==> src/sprq_pkg.sv <==
package sprq_pkg;

  // Command codes.
  localparam logic [1:0] CMD_MAKE_READY = 2'd0;
  localparam logic [1:0] CMD_SCHEDULE   = 2'd1;
  localparam logic [1:0] CMD_SUSPEND    = 2'd2;
  localparam logic [1:0] CMD_SET_PRIO   = 2'd3;

  // Error codes.
  localparam logic [1:0] ERR_OK       = 2'd0;
  localparam logic [1:0] ERR_RUNNABLE = 2'd1;
  localparam logic [1:0] ERR_SUSPEND  = 2'd2;
  localparam logic [1:0] ERR_OVERFLOW = 2'd3;

  // Thread status codes.
  localparam logic [1:0] ST_BLOCKED = 2'd0;
  localparam logic [1:0] ST_READY   = 2'd1;
  localparam logic [1:0] ST_RUN     = 2'd2;

  typedef struct packed {
    logic [1:0] command;
    logic [5:0] thread_id;
    logic [2:0] priority_req;
  } in_t;

  typedef struct packed {
    logic [5:0] running_thread;
    logic       running_valid;
    logic [1:0] error_code;
  } out_t;

  // Commands from the controller to the datapath.
  typedef struct packed {
    logic accept;
    logic read;
    logic exec;
    logic pop;
    logic fin;
    logic finish;
  } ctl_t;

  // Status from the datapath to the controller.
  typedef struct packed {
    logic is_sched;
  } sts_t;

endpackage

==> src/sprq_ctrl.sv <==
module sprq_ctrl
  import sprq_pkg::*;
(
  input  logic clk_i,
  input  logic rst_ni,
  input  logic start_i,
  input  sts_t sts_i,
  output ctl_t ctl_o,
  output logic busy_o
);

  typedef enum logic [4:0] {
    S_IDLE = 5'b00001,
    S_READ = 5'b00010,
    S_EXEC = 5'b00100,
    S_POP  = 5'b01000,
    S_FIN  = 5'b10000
  } state_e;

  state_e state_q, state_d;

  // Next state: schedule-type commands pass through the pop steps.
  always_comb begin
    state_d = state_q;
    unique case (state_q)
      S_IDLE: if (start_i) state_d = S_READ;
      S_READ: state_d = S_EXEC;
      S_EXEC: state_d = sts_i.is_sched ? S_POP : S_IDLE;
      S_POP:  state_d = S_FIN;
      S_FIN:  state_d = S_IDLE;
      default: state_d = S_IDLE;
    endcase
  end

  always_ff @(posedge clk_i or negedge rst_ni) begin
    if (!rst_ni) begin
      state_q <= S_IDLE;
    end else begin
      state_q <= state_d;
    end
  end

  // Command decode for the datapath.
  always_comb begin
    ctl_o.accept = (state_q == S_IDLE) && start_i;
    ctl_o.read   = (state_q == S_READ);
    ctl_o.exec   = (state_q == S_EXEC);
    ctl_o.pop    = (state_q == S_POP);
    ctl_o.fin    = (state_q == S_FIN);
    ctl_o.finish = ((state_q == S_EXEC) && !sts_i.is_sched) || (state_q == S_FIN);
  end

  assign busy_o = (state_q != S_IDLE);

endmodule

==> src/sprq_datapath.sv <==
module sprq_datapath
  import sprq_pkg::*;
#(
  parameter int NUM_LEVELS  = 8,
  parameter int NUM_THREADS = 64
) (
  input  logic clk_i,
  input  logic rst_ni,
  input  in_t  cmd_i,
  input  ctl_t ctl_i,
  output sts_t sts_o,
  output out_t res_o,
  output logic done_o
);

  localparam int TW = $clog2(NUM_THREADS);
  localparam int LW = (NUM_LEVELS > 1) ? $clog2(NUM_LEVELS) : 1;
  localparam int CW = $clog2(NUM_THREADS + 1);

  // Latched command.
  logic [1:0] command_q;
  logic [5:0] tid_q;

  // Running thread.
  logic [TW-1:0] cur_q;
  logic          cv_q;
  logic [1:0]    err_q;

  // Per-level FIFO pointers.
  logic [TW-1:0] head_q [NUM_LEVELS];
  logic [TW-1:0] tail_q [NUM_LEVELS];
  logic [CW-1:0] cnt_q  [NUM_LEVELS];

  // Thread tables with valid bits standing in for their reset values.
  logic [1:0]    stat_mem [NUM_THREADS];
  logic [LW-1:0] prio_mem [NUM_THREADS];
  logic [NUM_THREADS-1:0] stat_vld_q, prio_vld_q;
  logic [1:0]    stat_rd_q;
  logic [LW-1:0] prio_rd_q;
  logic          statv_rd_q, priov_rd_q;

  // Queue slot memory.
  logic [TW-1:0] slot_mem [NUM_LEVELS][NUM_THREADS];
  logic [TW-1:0] slot_rd_q;
  logic          found_q;

  logic          is_mr, is_susp, tid_ok, runnable, full, push_en, prio_we;
  logic [TW-1:0] rd_addr, push_id, tid_t;
  logic [1:0]    stat_now, exec_err, stat_wd;
  logic [LW-1:0] prio_now, prio_sat;
  logic          stat_we;
  logic [TW-1:0] stat_wa;
  logic          any_ne;
  logic [LW-1:0] pop_lvl;
  out_t          res_q;
  logic          done_q;

  assign tid_t   = TW'(tid_q);
  assign tid_ok  = int'(tid_q) < NUM_THREADS;
  assign is_mr   = (command_q == CMD_MAKE_READY);
  assign is_susp = (command_q == CMD_SUSPEND);
  assign sts_o.is_sched = (command_q == CMD_SCHEDULE) || (command_q == CMD_SET_PRIO);

  // Latch the command on transfer.
  always_ff @(posedge clk_i) begin
    if (ctl_i.accept) begin
      command_q <= cmd_i.command;
      tid_q     <= cmd_i.thread_id;
    end
  end

  // Priority write of set_priority happens at the transfer itself.
  assign prio_sat = (int'(cmd_i.priority_req) >= NUM_LEVELS) ? LW'(NUM_LEVELS - 1)
                                                              : LW'(cmd_i.priority_req);
  assign prio_we  = ctl_i.accept && (cmd_i.command == CMD_SET_PRIO)
                    && (int'(cmd_i.thread_id) < NUM_THREADS);

  always_ff @(posedge clk_i) begin
    if (prio_we) begin
      prio_mem[TW'(cmd_i.thread_id)] <= prio_sat;
    end
  end

  // Table reads of the addressed thread.
  assign rd_addr = is_mr ? tid_t : cur_q;

  always_ff @(posedge clk_i) begin
    if (ctl_i.read) begin
      stat_rd_q  <= stat_mem[rd_addr];
      prio_rd_q  <= prio_mem[rd_addr];
      statv_rd_q <= stat_vld_q[rd_addr];
      priov_rd_q <= prio_vld_q[rd_addr];
    end
  end

  assign stat_now = statv_rd_q ? stat_rd_q : ST_BLOCKED;
  assign prio_now = priov_rd_q ? prio_rd_q : '0;
  assign runnable = (stat_now == ST_READY) || (stat_now == ST_RUN);
  assign full     = (int'(cnt_q[prio_now]) >= NUM_THREADS);
  assign push_id  = is_mr ? tid_t : cur_q;

  // Execute step: checks, requeue or enqueue, error code; dispatch marks the new thread running.
  always_comb begin
    push_en  = 1'b0;
    exec_err = ERR_OK;
    stat_we  = 1'b0;
    stat_wa  = push_id;
    stat_wd  = ST_READY;
    if (ctl_i.exec) begin
      priority if (is_mr) begin
        if (!tid_ok || runnable) begin
          exec_err = ERR_RUNNABLE;
        end else if (full) begin
          exec_err = ERR_OVERFLOW;
        end else begin
          push_en = 1'b1;
          stat_we = 1'b1;
        end
      end else if (is_susp) begin
        if (!cv_q || !runnable) begin
          exec_err = ERR_SUSPEND;
        end else begin
          stat_we = 1'b1;
          stat_wd = ST_BLOCKED;
        end
      end else begin
        if (cv_q && runnable) begin
          stat_we = 1'b1;
          if (full) begin
            exec_err = ERR_OVERFLOW;
            stat_wd  = ST_BLOCKED;
          end else begin
            push_en = 1'b1;
          end
        end
      end
    end else if (ctl_i.fin && found_q) begin
      stat_we = 1'b1;
      stat_wa = slot_rd_q;
      stat_wd = ST_RUN;
    end
  end

  always_ff @(posedge clk_i) begin
    if (stat_we) begin
      stat_mem[stat_wa] <= stat_wd;
    end
  end

  // Lowest-numbered nonempty level.
  always_comb begin
    any_ne  = 1'b0;
    pop_lvl = '0;
    for (int i = NUM_LEVELS - 1; i >= 0; i--) begin
      if (cnt_q[i] != '0) begin
        any_ne  = 1'b1;
        pop_lvl = LW'(i);
      end
    end
  end

  // Slot memory write on push, read on pop.
  always_ff @(posedge clk_i) begin
    if (push_en) begin
      slot_mem[prio_now][tail_q[prio_now]] <= push_id;
    end
    if (ctl_i.pop) begin
      slot_rd_q <= slot_mem[pop_lvl][head_q[pop_lvl]];
    end
  end

  // Control state: valid bits, pointers, running thread.
  always_ff @(posedge clk_i or negedge rst_ni) begin
    if (!rst_ni) begin
      stat_vld_q <= '0;
      prio_vld_q <= '0;
      cur_q      <= '0;
      cv_q       <= 1'b0;
      found_q    <= 1'b0;
      err_q      <= ERR_OK;
      done_q     <= 1'b0;
      for (int i = 0; i < NUM_LEVELS; i++) begin
        head_q[i] <= '0;
        tail_q[i] <= '0;
        cnt_q[i]  <= '0;
      end
    end else begin
      done_q <= ctl_i.finish;
      if (stat_we) stat_vld_q[stat_wa] <= 1'b1;
      if (prio_we) prio_vld_q[TW'(cmd_i.thread_id)] <= 1'b1;
      if (ctl_i.exec) err_q <= exec_err;
      if (push_en) begin
        tail_q[prio_now] <= (int'(tail_q[prio_now]) == NUM_THREADS - 1) ? '0
                            : tail_q[prio_now] + 1'b1;
        cnt_q[prio_now]  <= cnt_q[prio_now] + 1'b1;
      end
      if (ctl_i.pop) begin
        found_q <= any_ne;
        if (any_ne) begin
          head_q[pop_lvl] <= (int'(head_q[pop_lvl]) == NUM_THREADS - 1) ? '0
                             : head_q[pop_lvl] + 1'b1;
          cnt_q[pop_lvl]  <= cnt_q[pop_lvl] - 1'b1;
        end
      end
      if (ctl_i.fin) begin
        cv_q  <= found_q;
        cur_q <= found_q ? slot_rd_q : '0;
      end
    end
  end

  // Result register.
  always_ff @(posedge clk_i) begin
    if (ctl_i.finish) begin
      if (ctl_i.fin) begin
        res_q.running_thread <= found_q ? 6'(slot_rd_q) : 6'd0;
        res_q.running_valid  <= found_q;
        res_q.error_code     <= err_q;
      end else begin
        res_q.running_thread <= cv_q ? 6'(cur_q) : 6'd0;
        res_q.running_valid  <= cv_q;
        res_q.error_code     <= exec_err;
      end
    end
  end

  assign res_o  = res_q;
  assign done_o = done_q;

endmodule

==> src/strict_priority_ready_queue_unit.sv <==
// Strict-priority ready queue for one core.
// Input channel: a command (make_ready, schedule, suspend, set_priority)
// is transferred at a rising edge with start_i high and busy_o low.
// Output channel: done_o is high for exactly one cycle with the result on
// res_o (running thread, valid flag, error code); the receiver cannot stall,
// so every result is taken in its strobe cycle.
// Steps: make_ready and suspend end after the table read and execute step;
// schedule and set_priority run all of table read, requeue, pop, dispatch;
// the strobe follows in the cycle after the last step. busy_o drops as the
// strobe rises, so a new command can be issued in the strobe cycle; commands
// never overlap. The step count is set by the single-port thread tables and
// the slot memory, each with a registered read.
// Reset clears all queue pointers and counts, marks every thread blocked
// at priority 0 and leaves the core idle; it takes effect at once.
module strict_priority_ready_queue_unit
  import sprq_pkg::*;
#(
  parameter int NUM_LEVELS  = 8,
  parameter int NUM_THREADS = 64
) (
  input  logic clk_i,
  input  logic rst_ni,
  input  logic start_i,
  input  in_t  cmd_i,
  output logic busy_o,
  output logic done_o,
  output out_t res_o
);

  ctl_t ctl;
  sts_t sts;

  sprq_ctrl u_ctrl (
    .clk_i  (clk_i),
    .rst_ni (rst_ni),
    .start_i(start_i),
    .sts_i  (sts),
    .ctl_o  (ctl),
    .busy_o (busy_o)
  );

  sprq_datapath #(
    .NUM_LEVELS (NUM_LEVELS),
    .NUM_THREADS(NUM_THREADS)
  ) u_dp (
    .clk_i (clk_i),
    .rst_ni(rst_ni),
    .cmd_i (cmd_i),
    .ctl_i (ctl),
    .sts_o (sts),
    .res_o (res_o),
    .done_o(done_o)
  );

`ifndef ASSERT_OFF
  // A transfer starts a command that keeps the block busy.
  a_busy_after_start: assert property (@(posedge clk_i) disable iff (!rst_ni)
    (start_i && !busy_o) |=> busy_o) else $error("not busy after transfer");

  // A result only ends a command.
  a_done_after_busy: assert property (@(posedge clk_i) disable iff (!rst_ni)
    done_o |-> ($past(busy_o) && !busy_o)) else $error("stray result");

  // An idle core reports thread zero.
  a_idle_thread_zero: assert property (@(posedge clk_i) disable iff (!rst_ni)
    (done_o && !res_o.running_valid) |-> (res_o.running_thread == 6'd0))
    else $error("idle core with nonzero thread");
`endif

endmodule

==> config.mk <==
export PLATFORM = sky130hd
export DESIGN_NAME = strict_priority_ready_queue_unit
export DESIGN_NICKNAME = d
export VERILOG_FILES = /design/src/sprq_pkg.sv /design/src/sprq_ctrl.sv /design/src/sprq_datapath.sv /design/src/strict_priority_ready_queue_unit.sv
export SDC_FILE = /design/constraint.sdc
export NUM_CORES = 2
export LEC_CHECK = 0
export BUFFER_PORTS_ARGS = -buffer_cell sky130_fd_sc_hd__buf_2
export CAP_MARGIN = 15
export CORE_ASPECT_RATIO = 1.4
export CORE_MARGIN = 3
export CORE_UTILIZATION = 40
export DETAILED_ROUTE_END_ITERATION = 8
export PLACE_DENSITY = 0.55
export SLEW_MARGIN = 20
export SYNTH_ARGS = -nofsm -noshare
export SYNTH_HDL_FRONTEND = slang
export SYNTH_HIERARCHICAL = 1
export SYNTH_SLANG_ARGS = --single-unit
==> constraint.sdc <==
create_clock -name clk_i -period 20 [get_ports clk_i]
set_clock_uncertainty 0.2 [all_clocks]
set_input_delay 2 -clock clk_i [delete_from_list [all_inputs] [get_ports clk_i]]
set_output_delay 2 -clock clk_i [all_outputs]
set_load 0.02 [all_outputs]
==> results.yml <==
route:
  dr.pass1.iters: 6
  num_vias: 92300
  wire_per_inst_um: 26.2
  routed_wl_um: 428000
  drt-initial-drc-count: 8717
  drcViolationCount: 0
  ant_nets: 0
  vias_per_cell: 5.66
synth:
  syn_inst: 11200
  async_flop_share_pct: 7.96
  mappedNetlistNets: 11200
  yosys_register_bits: 3718
  syn-cell-area_um2: 150000
  synth_edf_count: 3422
  ys.warnings.count: 6
  synth.distinct_cells: 90
  avgSynthCellArea_um2: 13.4
  seq_area_frac_synth_pct: 73.4
  synth-main-ff-cell: "edfxtp_1"
cells_and_area:
  final_nets: 11100
  post-route-util_pct: 44.8
  fill_cells: 33300
  layout-drive-gt1-share_pct: 8.91
  syn2layout_area_growth_pct: 11.2
timing:
  period_needed_ns: 7.45
  setup-tns-final_ns: 0
  fmax_mhz: 134
  slew_headroom_pct: 16.9
  fin_crit_sh_pct: 37.2
  rsz0062_at_grt: "false"
  hold_violations: 0
  setup_violations: 0
  setup_slack_ns: 12.55
  worst_pin_slew_ns: 1.24
  slew_violations: 0
worst_setup_path:
  critPathLaunchType: "flip-flop"
  cp_slowest_cell: "nor4b_2"
  cp-end-kind: "flip-flop"
  critical_path_required_ns: 20.42
  worstPathCellList: "nor4_1 -> nand4_1 -> nand2_4 -> buf_12 -> o22ai_1 -> mux2_1 -> a311o_2 -> inv_4 -> buf_4 -> mux2i_1 -> nor3_1 -> a2111oi_0 -> buf_4 -> a21oi_1 -> nor4b_2 -> o311ai_1"
  crit_buf_inv: 4
  cp.arrival_ns: 7.87
  path_class: "flip-flop to flip-flop"
  path_max_fanout: 116
  max_stage_delay_ns: 0.93
  cp_top_family: "simple AND/OR/NAND/NOR gates"
  cpMostUsedCell: "buf_4"
power:
  p_sw_share_pct: 34.6
  ir_worst_vdd_mv: 0.0972
  p_clk_share_pct: 31.1
  switchingPower_mw: 7.48
  p_int_mw: 14.1
  power.density_nw_per_um2: 130
  seqPwrFrac_pct: 40.6
  p_leak_nw: 60.2
  comb_power_share_pct: 28.3
clocking:
  cts_setup_buffers: 0
  cts_tree: "yes"
  clock_latency_ns: 0.93
  cts.path.max_buffers: 4
  cts-root-buf: "clkbuf_16"
  cts_resized: 0
  cts.hold.buffers_added: 0
  clock-sinks: 3718
  cts_buffers: 358
  cts_max_level: 5
  clk_pin_slew_worst_paths_ns: 0.06
global_route:
  grt_pass1_vias: 92000
  grt_use_total_pct: 21.8
  antenna_found_initial: 7
  overflow: 0
  grt_max_degree: 195
  grt_pass1_wl_um: 625000
floorplanning:
  die_w_um: 524
  design.portCount: 25
  core-area_um2: 373000
  die-area_um2: 382000
  rows: 265
  die_h_um: 731
  start_util_pct: 40.2
run_status:
  status: "finished, final reports clean"
place:
  gp_congestion: 0.874
  io_buffer_count: 24
  hpwl_um: 253000
  pre_cts_slack_ns: 12.49
hold_path:
  hp-class: "flip-flop to flip-flop"
run:
  drv_cap: 0
[layout make-up]
type | count | area [µm²] | share of cell area, %
sequential | 3718 | 110000 | 66.1
multi-input combinational | 6760 | 37000 | 22.2
clock buffer | 439 | 9450 | 5.67
tap | 4939 | 6180 | 3.71
clock inverter | 203 | 2030 | 1.22
timing repair buffer | 225 | 1840 | 1.10
inverter | 26 | 150 | 0.0900
antenna | 2 | 5.00 | 0.00300
[layout by cell type, fill, tap and decap left out, drive strengths merged, types with 29 or more instances in the layout]
cell type  netlist  final
nand3          261    261
nor3           110    110
mux2i          720    720
o22ai          357    357
and3            49     49
or4             42     42
or2            133    133
dfrtp          295    295
clkinv           3    147
buf            326    225
nor4           292    292
mux2            29     29
nor2           718    718
clkbuf         390    439
bufinv           0     33
edfxtp        3422   3422
inv             23     34
a21oi          942    942
o21ai          180    180
o311ai          47     47
a311oi          80     80
mux4            33     33
nand2         2533   2533
[kinds of logic (layout without fill, tap and decap cells)]
family	Yosys count	after routing	synth area share (%)
AO/OA/AOI/OAI	1745	1745	6.77
other	0	2	0
XOR/XNOR	16	16	0.0984
multiplexers	782	782	5.52
AND/OR/NAND/NOR	4213	4213	12.0
buffers and inverters	742	893	2.17
flip-flops	3718	3718	73.4
adder cells (fa/ha/maj)	4	4	0.0334
[path summary, 6_finish.rpt]
path / depth (start not counted) / to / slack, ns / start
max in group asynchronous: 3 / u_dp/tail_q[18] / 16.88 / rst_ni
worst max register to register: 16 / u_dp/slot_rd_q[4] / 12.55 / u_dp/cnt_q[32]
worst min-delay path: 1 / u_dp/stat_vld_q[12] / 0.27 / u_dp/stat_vld_q[12]
min in group asynchronous: 1 / u_dp/prio_vld_q[40] / 0.86 / rst_ni
worst min register to register: 1 / u_dp/stat_vld_q[12] / 0.27 / u_dp/stat_vld_q[12]
worst max-delay path: 16 / u_dp/slot_rd_q[4] / 12.55 / u_dp/cnt_q[32]
[power groups by stage]
stage	logic (mW)	registers [mW]	clock network, mW
3_3_place_gp	6.10	8.93	0
4_1_cts	6.14	8.77	6.85
6_report	6.12	8.77	6.71
5_1_grt	6.43	8.77	7.15
3_5_place_dp	6.12	8.94	0
2_1_floorplan	3.55	9.09	0
[through the flow]
stage / hold slack [ns] / std cells / area, µm² / total power [mW]
after floorplan: 0.239 / 11200 / 150000 / 12.6
after global placement: 0.250 / 15700 / 155000 / 15.0
after detailed placement: 0.253 / 15700 / 155000 / 15.1
final: 0.265 / 16300 / 167000 / 21.6
after global routing: 0.273 / 16300 / 167000 / 22.4
after CTS: 0.268 / 16300 / 167000 / 21.8
[routing by layer]
layer	global-route usage, %	routed length, µm	share of wire (%)	vias up
li1	-	-	-	41300
met1	27.3	167000	39	47100
met2	38.7	220000	51	3225
met3	2.53	23800	5.6	731
met4	8.12	17000	4.0	0
met5	0	0	0	-
[registers in the layout (all words and copies together), names as in the netlist, 2 cells and up]
signal and flops:
u_dp/slot_mem 3072, u_dp/prio_mem 192, u_dp/stat_mem 128, u_dp/prio_vld_q 64, u_dp/stat_vld_q 64, u_dp/cnt_q 56, u_dp/head_q 48, u_dp/tail_q 48
u_dp/res_o 9, u_dp/cur_q 6, u_dp/slot_rd_q 6, u_dp/tid_q 6, u_ctrl/state_q 5, u_dp/prio_rd_q 3, u_dp/command_q 2, u_dp/err_q 2
u_dp/stat_rd_q 2
[synthesized netlist by cell type (18+ instances only)]
master / instances / area (µm²)
a21oi_1: 942 / 4710
a311oi_1: 79 / 692
a31oi_1: 26 / 163
and3_1: 49 / 307
buf_1: 83 / 312
buf_2: 186 / 931
buf_4: 50 / 375
clkbuf_1: 390 / 1460
dfrtp_1: 295 / 7380
edfxtp_1: 3422 / 103000
inv_1: 20 / 75.1
mux2_2: 27 / 304
mux2i_1: 720 / 7210
mux4_2: 33 / 743
nand2_1: 2532 / 9500
nand3_1: 261 / 1310
nor2_1: 717 / 2690
nor3_1: 110 / 551
nor4_1: 288 / 1800
o21ai_0: 166 / 831
o22ai_1: 357 / 2230
o311ai_0: 36 / 315
or2_2: 133 / 832
or3_1: 18 / 113
or4_1: 42 / 315
[worst register-to-register path: stages, from the launching register on]
cell and delay, ns:
dfrtp_1 0.42, nor4_1 0.58, nand4_1 0.45, nand2_4 0.65, buf_12 0.58, o22ai_1 0.16, mux2_1 0.33, a311o_2 0.49
inv_4 0.29, buf_4 0.72, mux2i_1 0.34, nor3_1 0.06, a2111oi_0 0.43, buf_4 0.19, a21oi_1 0.09, nor4b_2 0.93
o311ai_1 0.22
Power figures use the tool's default switching activity.
